`src/hw/rtl/seasonal_climate_mode_selector_macros.svh`:
```
// assertion macros shared by the rtl
`ifndef SEASONAL_CLIMATE_MODE_SELECTOR_MACROS_SVH
`define SEASONAL_CLIMATE_MODE_SELECTOR_MACROS_SVH

`ifndef SYNTHESIS

// same-cycle implication
`define SCMS_ASSERT_IMPL(label, clk, rst_n, ante, cons) \
	label: assert property (@(posedge clk) disable iff (!rst_n) (ante) |-> (cons)) \
		else $error("scms assertion failed");

// next-cycle implication
`define SCMS_ASSERT_NEXT(label, clk, rst_n, ante, cons) \
	label: assert property (@(posedge clk) disable iff (!rst_n) (ante) |=> (cons)) \
		else $error("scms assertion failed");

`else

`define SCMS_ASSERT_IMPL(label, clk, rst_n, ante, cons)
`define SCMS_ASSERT_NEXT(label, clk, rst_n, ante, cons)

`endif

`endif

```
`src/hw/rtl/scms_pkg.sv`:
```
`default_nettype none

package scms_pkg;

	localparam int TempW     = 11;
	localparam int BandW     = 7;
	localparam int HumW      = 10;
	localparam int ColdW     = 10;
	localparam int MonthW    = 4;
	localparam int HourW     = 5;
	localparam int ModeW     = 3;
	localparam int ApbAddrW  = 5;
	localparam int ApbDataW  = 32;
	localparam int RegIdxW   = 3;

	// threshold math is one bit wider than a temperature
	localparam int ThrW = TempW + 1;

	localparam logic [TempW-1:0] TempLowReset  = 11'd242;
	localparam logic [TempW-1:0] TempHighReset = 11'd265;
	localparam logic [BandW-1:0] BandReset     = 7'd3;
	localparam logic [HumW-1:0]  HumReset      = 10'd620;
	localparam logic [ColdW-1:0] ColdReset     = 10'd0;

	localparam logic [HourW-1:0] NightEndHour   = 5'd7;
	localparam logic [HourW-1:0] NightStartHour = 5'd23;

	// register indexes, byte address is 4 times the index
	localparam logic [RegIdxW-1:0] REG_TEMP_LOW  = 3'd0;
	localparam logic [RegIdxW-1:0] REG_TEMP_HIGH = 3'd1;
	localparam logic [RegIdxW-1:0] REG_BAND      = 3'd2;
	localparam logic [RegIdxW-1:0] REG_HUM_HIGH  = 3'd3;
	localparam logic [RegIdxW-1:0] REG_COLD_DAY  = 3'd4;

	typedef enum logic [ModeW-1:0] {
		MODE_NONE      = 3'd0,
		MODE_OFF       = 3'd1,
		MODE_HEAT_HIGH = 3'd2,
		MODE_HEAT_LOW  = 3'd3,
		MODE_COOL      = 3'd4,
		MODE_DRY       = 3'd5
	} mode_t;

	typedef struct packed {
		logic [TempW-1:0] temp_low_limit;
		logic [TempW-1:0] temp_high_limit;
		logic [BandW-1:0] hysteresis_band;
		logic [HumW-1:0]  humidity_high_limit;
		logic [ColdW-1:0] cold_day_limit;
	} cfg_t;

	typedef struct packed {
		logic              time_ok;
		logic [MonthW-1:0] month;
		logic [HourW-1:0]  hour;
		logic [TempW-1:0]  room_temp;
		logic [HumW-1:0]   room_humidity;
		logic              forecast_ok;
		logic [TempW-1:0]  forecast_min_temp;
	} sample_t;

endpackage

`default_nettype wire

```
`src/hw/rtl/scms_in_if.sv`:
```
`default_nettype none

interface scms_in_if;
	logic                         valid;
	logic                         ready;
	logic                         time_ok;
	logic [scms_pkg::MonthW-1:0]  month;
	logic [scms_pkg::HourW-1:0]   hour;
	logic signed [scms_pkg::TempW-1:0] room_temp;
	logic [scms_pkg::HumW-1:0]    room_humidity;
	logic                         forecast_ok;
	logic signed [scms_pkg::TempW-1:0] forecast_min_temp;

	modport source (
		output valid, time_ok, month, hour, room_temp, room_humidity,
			forecast_ok, forecast_min_temp,
		input  ready
	);

	modport sink (
		input  valid, time_ok, month, hour, room_temp, room_humidity,
			forecast_ok, forecast_min_temp,
		output ready
	);
endinterface

`default_nettype wire

```
`src/hw/rtl/scms_out_if.sv`:
```
`default_nettype none

interface scms_out_if;
	logic                       valid;
	logic                       ready;
	logic [scms_pkg::ModeW-1:0] chosen_mode;
	logic                       send_command;

	modport source (
		output valid, chosen_mode, send_command,
		input  ready
	);

	modport sink (
		input  valid, chosen_mode, send_command,
		output ready
	);
endinterface

`default_nettype wire

```
`src/hw/rtl/scms_cfg.sv`:
```
`default_nettype none

module scms_cfg (
	input  wire logic                           clk,
	input  wire logic                           arst_n,
	input  wire logic                           psel,
	input  wire logic                           penable,
	input  wire logic                           pwrite,
	input  wire logic [scms_pkg::ApbAddrW-1:0]  paddr,
	input  wire logic [scms_pkg::ApbDataW-1:0]  pwdata,
	output logic      [scms_pkg::ApbDataW-1:0]  prdata,
	output logic                                pready,
	output scms_pkg::cfg_t                      cfg
);

	scms_pkg::cfg_t                  cfg_q;
	logic                            wr_en;
	logic [scms_pkg::RegIdxW-1:0]    reg_idx;

	assign pready  = 1'b1;
	assign wr_en   = psel && penable && pwrite;
	assign reg_idx = paddr[scms_pkg::ApbAddrW-1:2];
	assign cfg     = cfg_q;

	always_ff @(posedge clk or negedge arst_n) begin
		if (!arst_n) begin
			cfg_q.temp_low_limit      <= scms_pkg::TempLowReset;
			cfg_q.temp_high_limit     <= scms_pkg::TempHighReset;
			cfg_q.hysteresis_band     <= scms_pkg::BandReset;
			cfg_q.humidity_high_limit <= scms_pkg::HumReset;
			cfg_q.cold_day_limit      <= scms_pkg::ColdReset;
		end else if (wr_en) begin
			case (reg_idx)
				scms_pkg::REG_TEMP_LOW:  cfg_q.temp_low_limit  <= pwdata[scms_pkg::TempW-1:0];
				scms_pkg::REG_TEMP_HIGH: cfg_q.temp_high_limit <= pwdata[scms_pkg::TempW-1:0];
				scms_pkg::REG_BAND:      cfg_q.hysteresis_band <= pwdata[scms_pkg::BandW-1:0];
				scms_pkg::REG_HUM_HIGH:  cfg_q.humidity_high_limit <= pwdata[scms_pkg::HumW-1:0];
				scms_pkg::REG_COLD_DAY:  cfg_q.cold_day_limit  <= pwdata[scms_pkg::ColdW-1:0];
				default: ;
			endcase
		end
	end

	// readback, zero extended
	always_comb begin
		case (reg_idx)
			scms_pkg::REG_TEMP_LOW:  prdata = 32'(cfg_q.temp_low_limit);
			scms_pkg::REG_TEMP_HIGH: prdata = 32'(cfg_q.temp_high_limit);
			scms_pkg::REG_BAND:      prdata = 32'(cfg_q.hysteresis_band);
			scms_pkg::REG_HUM_HIGH:  prdata = 32'(cfg_q.humidity_high_limit);
			scms_pkg::REG_COLD_DAY:  prdata = 32'(cfg_q.cold_day_limit);
			default:                 prdata = '0;
		endcase
	end

endmodule

`default_nettype wire

```
`src/hw/rtl/scms_decide.sv`:
```
`default_nettype none

module scms_decide (
	input  wire scms_pkg::sample_t sample,
	input  wire scms_pkg::cfg_t    cfg,
	input  wire scms_pkg::mode_t   applied,
	output scms_pkg::mode_t        mode
);

	logic signed [scms_pkg::ThrW-1:0]  t_w;
	logic signed [scms_pkg::ThrW-1:0]  lo_w;
	logic signed [scms_pkg::ThrW-1:0]  hi_w;
	logic signed [scms_pkg::ThrW-1:0]  band_w;
	logic signed [scms_pkg::ThrW-1:0]  heat_off;
	logic signed [scms_pkg::ThrW-1:0]  cool_off;
	logic signed [scms_pkg::TempW-1:0] fmin_w;
	logic signed [scms_pkg::TempW-1:0] cold_w;
	logic                              summer;
	logic                              mild;
	logic                              night;
	logic                              cold_night;
	logic                              humid;

	assign t_w    = $signed({sample.room_temp[scms_pkg::TempW-1], sample.room_temp});
	assign lo_w   = $signed({cfg.temp_low_limit[scms_pkg::TempW-1], cfg.temp_low_limit});
	assign hi_w   = $signed({cfg.temp_high_limit[scms_pkg::TempW-1], cfg.temp_high_limit});
	assign band_w = $signed({{(scms_pkg::ThrW-scms_pkg::BandW){1'b0}}, cfg.hysteresis_band});
	assign heat_off = lo_w + band_w;
	assign cool_off = hi_w - band_w;

	assign fmin_w = $signed(sample.forecast_min_temp);
	assign cold_w = $signed({cfg.cold_day_limit[scms_pkg::ColdW-1], cfg.cold_day_limit});

	assign humid = sample.room_humidity > cfg.humidity_high_limit;

	always_comb begin
		summer = sample.month inside {[4'd6:4'd9]};
		mild   = sample.month inside {[4'd3:4'd5], [4'd10:4'd11]};
		night  = (sample.hour < scms_pkg::NightEndHour) ||
			(sample.hour >= scms_pkg::NightStartHour);
		cold_night = night && sample.forecast_ok && (fmin_w <= cold_w);
	end

	always_comb begin
		mode = scms_pkg::MODE_OFF;
		if (!sample.time_ok) begin
			mode = scms_pkg::MODE_OFF;
		end else if (summer) begin
			if (t_w < lo_w)
				mode = scms_pkg::MODE_OFF;
			else if (applied == scms_pkg::MODE_COOL && t_w > cool_off)
				mode = scms_pkg::MODE_COOL;
			else if (applied == scms_pkg::MODE_DRY && t_w > cool_off && humid)
				mode = scms_pkg::MODE_DRY;
			else if (t_w > hi_w)
				mode = scms_pkg::MODE_COOL;
			else if (humid)
				mode = scms_pkg::MODE_DRY;
			else
				mode = scms_pkg::MODE_OFF;
		end else if (mild) begin
			if (night)
				mode = scms_pkg::MODE_OFF;
			else if (t_w < lo_w)
				mode = scms_pkg::MODE_HEAT_HIGH;
			else if (applied == scms_pkg::MODE_HEAT_HIGH && t_w < heat_off)
				mode = scms_pkg::MODE_HEAT_HIGH;
			else if (t_w > hi_w)
				mode = scms_pkg::MODE_COOL;
			else if (applied == scms_pkg::MODE_COOL && t_w > cool_off)
				mode = scms_pkg::MODE_COOL;
			else
				mode = scms_pkg::MODE_OFF;
		end else if (cold_night) begin
			mode = scms_pkg::MODE_HEAT_LOW;
		end else if (night) begin
			mode = scms_pkg::MODE_OFF;
		end else if (t_w < lo_w ||
			(applied == scms_pkg::MODE_HEAT_HIGH && t_w < heat_off)) begin
			mode = scms_pkg::MODE_HEAT_HIGH;
		end else begin
			mode = scms_pkg::MODE_OFF;
		end
	end

endmodule

`default_nettype wire

```
`src/hw/rtl/seasonal_climate_mode_selector.sv`:
```
`default_nettype none
`include "seasonal_climate_mode_selector_macros.svh"

// Seasonal climate mode selector. Each sample beat (time flag, month, hour,
// room temperature and humidity in tenths, forecast minimum with its valid
// flag) yields exactly one result beat: the chosen air-conditioner mode
// (1 off, 2 heat 23.5, 3 heat 18, 4 cool 25, 5 dry) and send_command, which is
// high when that mode differs from the mode applied by the previous sample.
// The first result after reset always sends. The block is a two-register
// pipe: the sample register, then the rule logic and the result register,
// with the applied mode updated on the same edge that loads the result.
// It takes one sample per clock, sustained; a sample passes the sample register
// and then the result register; only backpressure on the result side slows it.
// Thresholds live in five APB registers at byte addresses 0, 4, 8, 12, 16
// (low limit, high limit, hysteresis band, humidity limit, cold-night limit)
// and should only be written while no sample is in flight.
module seasonal_climate_mode_selector (
	input  wire logic                           clk,
	input  wire logic                           arst_n,
	scms_in_if.sink                             sample,
	scms_out_if.source                          result,
	input  wire logic                           psel,
	input  wire logic                           penable,
	input  wire logic                           pwrite,
	input  wire logic [scms_pkg::ApbAddrW-1:0]  paddr,
	input  wire logic [scms_pkg::ApbDataW-1:0]  pwdata,
	output logic      [scms_pkg::ApbDataW-1:0]  prdata,
	output logic                                pready
);

	scms_pkg::cfg_t    cfg;

	// sample register
	scms_pkg::sample_t sample_s1;
	logic              valid_s1;

	// result register
	scms_pkg::mode_t   mode_s2;
	logic              send_s2;
	logic              valid_s2;

	// last mode handed out, none after reset
	scms_pkg::mode_t   applied_mode_q;

	scms_pkg::mode_t   mode_next;
	logic              take_in;
	logic              adv_s2;

	scms_cfg u_cfg (
		.clk     (clk),
		.arst_n  (arst_n),
		.psel    (psel),
		.penable (penable),
		.pwrite  (pwrite),
		.paddr   (paddr),
		.pwdata  (pwdata),
		.prdata  (prdata),
		.pready  (pready),
		.cfg     (cfg)
	);

	// result stage moves when empty or being drained
	assign adv_s2       = valid_s1 && (!valid_s2 || result.ready);
	assign sample.ready = !valid_s1 || adv_s2;
	assign take_in      = sample.valid && sample.ready;

	always_ff @(posedge clk or negedge arst_n) begin
		if (!arst_n) begin
			valid_s1 <= 1'b0;
		end else if (take_in) begin
			valid_s1 <= 1'b1;
		end else if (adv_s2) begin
			valid_s1 <= 1'b0;
		end
	end

	always_ff @(posedge clk) begin
		if (take_in) begin
			sample_s1.time_ok           <= sample.time_ok;
			sample_s1.month             <= sample.month;
			sample_s1.hour              <= sample.hour;
			sample_s1.room_temp         <= sample.room_temp;
			sample_s1.room_humidity     <= sample.room_humidity;
			sample_s1.forecast_ok       <= sample.forecast_ok;
			sample_s1.forecast_min_temp <= sample.forecast_min_temp;
		end
	end

	// season, night and hysteresis rules against the applied mode
	scms_decide u_decide (
		.sample  (sample_s1),
		.cfg     (cfg),
		.applied (applied_mode_q),
		.mode    (mode_next)
	);

	always_ff @(posedge clk or negedge arst_n) begin
		if (!arst_n) begin
			valid_s2       <= 1'b0;
			applied_mode_q <= scms_pkg::MODE_NONE;
		end else begin
			if (adv_s2) begin
				valid_s2       <= 1'b1;
				applied_mode_q <= mode_next;
			end else if (result.ready) begin
				valid_s2 <= 1'b0;
			end
		end
	end

	always_ff @(posedge clk) begin
		if (adv_s2) begin
			mode_s2 <= mode_next;
			send_s2 <= (mode_next != applied_mode_q);
		end
	end

	assign result.valid        = valid_s2;
	assign result.chosen_mode  = mode_s2;
	assign result.send_command = send_s2;

	// the applied mode always matches the result just loaded
	`SCMS_ASSERT_NEXT(a_applied_tracks_result, clk, arst_n, adv_s2, applied_mode_q == mode_s2)

	// a send beat means the applied mode really changed
	`SCMS_ASSERT_NEXT(a_send_on_change, clk, arst_n, adv_s2, send_s2 == (applied_mode_q != $past(applied_mode_q)))

	// once a result exists, some mode is applied
	`SCMS_ASSERT_IMPL(a_mode_applied, clk, arst_n, valid_s2, applied_mode_q != scms_pkg::MODE_NONE)

endmodule

`default_nettype wire

```
`src/flat_wrapper.sv`:
```
// flat-port wrapper written by rule: the top's interface ports become plain ports
module seasonal_climate_mode_selector_flat 
  (clk, arst_n, psel, penable, pwrite, paddr, pwdata, prdata, pready, sample_valid, sample_time_ok, sample_month, sample_hour, sample_room_temp, sample_room_humidity, sample_forecast_ok, sample_forecast_min_temp, sample_ready, result_valid, result_chosen_mode, result_send_command, result_ready);
  scms_in_if sample_i ();
  scms_out_if result_i ();
  input  wire logic clk;
  input  wire logic arst_n;
  input  wire logic psel;
  input  wire logic penable;
  input  wire logic pwrite;
  input  wire logic [scms_pkg::ApbAddrW-1:0] paddr;
  input  wire logic [scms_pkg::ApbDataW-1:0] pwdata;
  output logic      [scms_pkg::ApbDataW-1:0] prdata;
  output logic pready;
  input wire logic [$bits(sample_i.valid)-1:0] sample_valid;
  input wire logic [$bits(sample_i.time_ok)-1:0] sample_time_ok;
  input wire logic [$bits(sample_i.month)-1:0] sample_month;
  input wire logic [$bits(sample_i.hour)-1:0] sample_hour;
  input wire logic [$bits(sample_i.room_temp)-1:0] sample_room_temp;
  input wire logic [$bits(sample_i.room_humidity)-1:0] sample_room_humidity;
  input wire logic [$bits(sample_i.forecast_ok)-1:0] sample_forecast_ok;
  input wire logic [$bits(sample_i.forecast_min_temp)-1:0] sample_forecast_min_temp;
  output wire logic [$bits(sample_i.ready)-1:0] sample_ready;
  output wire logic [$bits(result_i.valid)-1:0] result_valid;
  output wire logic [$bits(result_i.chosen_mode)-1:0] result_chosen_mode;
  output wire logic [$bits(result_i.send_command)-1:0] result_send_command;
  input wire logic [$bits(result_i.ready)-1:0] result_ready;
  assign sample_i.valid = sample_valid;
  assign sample_i.time_ok = sample_time_ok;
  assign sample_i.month = sample_month;
  assign sample_i.hour = sample_hour;
  assign sample_i.room_temp = sample_room_temp;
  assign sample_i.room_humidity = sample_room_humidity;
  assign sample_i.forecast_ok = sample_forecast_ok;
  assign sample_i.forecast_min_temp = sample_forecast_min_temp;
  assign sample_ready = sample_i.ready;
  assign result_valid = result_i.valid;
  assign result_chosen_mode = result_i.chosen_mode;
  assign result_send_command = result_i.send_command;
  assign result_i.ready = result_ready;
  seasonal_climate_mode_selector u_core (.clk(clk), .arst_n(arst_n), .sample(sample_i), .result(result_i), .psel(psel), .penable(penable), .pwrite(pwrite), .paddr(paddr), .pwdata(pwdata), .prdata(prdata), .pready(pready));
endmodule
```
`config.mk`:
```
export PLATFORM = sky130hd
export DESIGN_NAME = seasonal_climate_mode_selector_flat
export DESIGN_NICKNAME = d
export VERILOG_FILES = /design/src/hw/rtl/scms_pkg.sv /design/src/hw/rtl/scms_in_if.sv /design/src/hw/rtl/scms_out_if.sv /design/src/hw/rtl/scms_cfg.sv /design/src/hw/rtl/scms_decide.sv /design/src/hw/rtl/seasonal_climate_mode_selector.sv /design/src/flat_wrapper.sv
export VERILOG_INCLUDE_DIRS = /design/src /design/src/hw/rtl
export SDC_FILE = /design/constraint.sdc
export NUM_CORES = 1
export LEC_CHECK = 0
export BUFFER_PORTS_ARGS = -buffer_cell sky130_fd_sc_hd__buf_2
export CAP_MARGIN = 10
export CORE_MARGIN = 2
export CORE_UTILIZATION = 40
export DETAILED_ROUTE_END_ITERATION = 10
export MAX_ROUTING_LAYER = met4
export PLACE_DENSITY = 0.57
export SLEW_MARGIN = 25
export SYNTH_ARGS = -nofsm -noshare
export SYNTH_HDL_FRONTEND = slang
export SYNTH_HIERARCHICAL = 1
export SYNTH_SLANG_ARGS = --single-unit
```
`constraint.sdc`:
```
create_clock -name clk -period 6.5 [get_ports clk]
set_clock_uncertainty 0.15 [all_clocks]
set_input_delay 0.325 -clock clk [delete_from_list [all_inputs] [get_ports clk]]
set_output_delay 0.325 -clock clk [all_outputs]
set_load 0.01 [all_outputs]
```
==> flow_metrics.env <==
export IMPL_outcome="completed"
export IMPL_p_int_uw=1410
export IMPL_ff_latch_area_um2=2780
export IMPL_ctsResizeCount=0
export IMPL_die_area_um2=17800
export IMPL_synth_avg_cell_area_um2=11.2
export IMPL_r2r_start="u_core/u_cfg/cfg[20]"
export IMPL_peakVddDrop_mv=0.156
export IMPL_area_growth_pct=18.9
export IMPL_synth_cells=595
export IMPL_setup_tns_ns=0
export IMPL_grt_pass1_wl_um=24600
export IMPL_yosysUniqueCellTypes=65
export IMPL_avgViaCountPerCell=5.03
export IMPL_multi_input_area_um2=3500
export IMPL_gr_usage_all_layers_pct=18.4
export IMPL_power_frac_seq_pct=40.1
export IMPL_netSwitchingPower_uw=747
export IMPL_drt_pass1_iter_count=4
export IMPL_timing_rr_end="u_core/result.send_command"
export IMPL_yosys_top_cells_area="edfxtp_1 21%, ha_1 15%, dfrtp_1 15%"
export IMPL_ys_seq_area_share_pct=41.6
export IMPL_period_needed_ns=4.83
export IMPL_setup_worst_path_class="reg2reg"
export IMPL_ff2ff_setup_slack_ns=1.67
export IMPL_clock_sinks=101
export IMPL_cp_required_ns=6.45
export IMPL_yosysMostFrequentCell="ha_1"
export IMPL_ff2ff_path_depth=20
export IMPL_core_area_um2=16500
export IMPL_grt_max_degree=55
export IMPL_cts_htree_levels=3
export IMPL_rows=47
export IMPL_swShare_pct=34.6
export IMPL_globalRouteOverflowTotal=0
export IMPL_hold_buffers=44
export IMPL_routedWlPerCell_um=15.9
export IMPL_synth_top_area_share_pct=21.1
export IMPL_io_pins=126
export IMPL_antenna_found_initial=0
export IMPL_clk_pin_slew_ns=0.07
export IMPL_grt_pass1_vias=5004
export IMPL_wl_um=15000
export IMPL_ys_flop_type="edfxtp_1"
export IMPL_hold_viol=0
export IMPL_crit_path_max_fanout=4
export IMPL_gp_congestion=0.865
export IMPL_holdPathEnd="u_core/valid_s1"
export IMPL_num_antenna_cells=0
export IMPL_fin_nets=889
export IMPL_port_buffers=80
export IMPL_cts_tree="done"
export IMPL_fill_cells=1567
export IMPL_fin_ws_ns=1.67
export IMPL_start_util_pct=40.6
export IMPL_synth_warning_count=6
export IMPL_pwr_share_clk_pct=24.0
export IMPL_async_flop_share_pct=53.5
export IMPL_crit_path_start_kind="flop"
export IMPL_cts_buffer_depth=2
export IMPL_postCtsSetupRepairBufs=0
export IMPL_synth_area_leader_cell="edfxtp_1"
export IMPL_synth_seq_cells=101
export IMPL_via_count=4757
export IMPL_setup_viol=0
export IMPL_fmax_ghz=0.207
export IMPL_drc_errors=0
export IMPL_worstMarginPinSlew_ns=0.736
export IMPL_hold_path_class="in2reg"
export IMPL_die_x_um=133
export IMPL_drv_slew=0
export IMPL_cts_buffers=9
export IMPL_root_buffer="clkbuf_16"
export IMPL_die_h_um=133
export IMPL_power_density_nw_per_um2=272
export IMPL_ys_top_cells_by_count="79 x ha_1, 68 x inv_1, 47 x edfxtp_1"
export IMPL_fin_crit_sh_pct=74.3
export IMPL_rsz0062_at_grt="no"
export IMPL_drt_initial_drc_count=163
export IMPL_p_leak_uw=0.00357
export IMPL_dp_hpwl_um=11700
export IMPL_total_power_uw=2160
export IMPL_synth_area_um2=6680
export IMPL_maxCapViolations=0
export IMPL_hold_start="sample_valid"
export IMPL_cp_arrival_ns=4.78
export IMPL_final_antenna_net_count=0
export IMPL_min_path_cells=2
export IMPL_synth_edf_count=47
export IMPL_drive_above_1_share_pct=25.6
export IMPL_clk_latency_ns=0.36
export IMPL_pwr_share_comb_pct=36.0
export IMPL_relSlewSlack_pct=50.7
export IMPL_dp_slack_ns=1.68
export IMPL_crit_path_end_kind="flop"
## power groups by stage
stage | logic [µW] | clock network, µW | registers (µW)
after floorplan | 583 | 0 | 842
after global placement | 723 | 0 | 878
after detailed placement | 760 | 0 | 880
after CTS | 784 | 539 | 867
after global routing | 886 | 559 | 882
final | 778 | 518 | 866
## registers in the layout (all words and copies together) (netlist names)
name                        flops
u_core/sample_s1               43
u_core/applied_mode_q           3
u_core/result.chosen_mode       3
u_core/result.valid             1
u_core/result.send_command      1
u_core/u_cfg/cfg               49
u_core/valid_s1                 1
## metrics by stage
step,utilization (%),hold slack (ns),cells,cell area [µm²]
global route,48.2,0.0366,946,7940
floorplan,-,-0.121,615,6760
finish,48.2,0.0229,946,7940
CTS,48.2,0.0114,946,7940
global placement,43.9,0.329,886,7230
detailed placement,43.9,0.349,886,7230
## worst max path at each step
stage / startpoint / endpoint / slack [ns] / depth (start not counted)
2_1_floorplan: u_core/u_cfg/cfg[20] / u_core/result.send_command / 2.31 / 20
3_3_place_gp: u_core/u_cfg/cfg[20] / u_core/result.send_command / 1.82 / 20
3_5_place_dp: u_core/u_cfg/cfg[20] / u_core/result.send_command / 1.68 / 20
4_1_cts: u_core/u_cfg/cfg[20] / u_core/result.send_command / 1.65 / 20
5_1_grt: u_core/u_cfg/cfg[20] / u_core/result.send_command / 1.35 / 20
6_report: u_core/u_cfg/cfg[20] / u_core/result.send_command / 1.67 / 20
## cell families (layout without fill, tap and decap cells)
group,count (synthesis),after routing,synth area share [%]
and+or+nand+nor,118,118,10.1
AOI/OAI and AO/OA,107,107,11.2
DFF,101,101,41.6
buffers and inverters,99,210,7.13
adders and majority gates,81,81,15.4
muxes,66,66,11.7
xor gates and xnor gates,21,21,2.75
other,2,22,0.112
## placed cells by master (no fill, tap or decap), drive strengths merged, types with 3 or more instances in the layout
master        n
a2111oi       4
a211oi        5
a21boi        3
a21o          8
a21oi        24
a22oi         7
a31oi         3
a32oi         7
buf          82
clkbuf       11
conb         22
dfrtp        39
dfstp        15
dlygate4sd3  44
edfxtp       47
ha           79
inv          71
mux2         59
mux2i         7
nand2        31
nand2b        9
nand3         9
nand3b        4
nand4        14
nor2         21
nor2b         6
nor3          5
nor3b         5
o21ai        29
o221ai        4
xnor2        16
xor2          5
## metal layers
layer,track usage [%],up-vias,wire (µm),share of wire (%)
li1,-,2372,-,-
met4,5.20,0,233,1.6
met2,31.2,105,7460,50
met3,3.73,15,560,3.7
met5,-,-,0,0
met1,22.4,2265,6770,45
## area by class of cell
| class | count | share of cell area [%] |
|---|---|---|
| multi-input cells | 415 | 44.1 |
| flip-flops and latches | 101 | 35.0 |
| clock inverters | 5 | 0.520 |
| clock buffers | 11 | 2.93 |
| repair buffers | 126 | 10.8 |
| inverters | 68 | 3.21 |
| well taps | 220 | 3.47 |
## worst max-delay path: stages (launching register included)
cell and delay, ns:
dfstp_2 0.59, ha_1 0.18, inv_1 0.06, fa_1 0.40, a21o_1 0.18, a21oi_1 0.19, nand2b_1 0.13, a21boi_0 0.10
o21ai_0 0.24, nand4_1 0.15, xnor2_1 0.15, ha_1 0.31, nand4_1 0.13, o21bai_1 0.21, o21ai_0 0.13, a211oi_1 0.38
mux2i_1 0.24, nand2_1 0.07, a22oi_1 0.31, xnor2_1 0.16, nand3_1 0.09
Power figures use the tool's default switching activity.
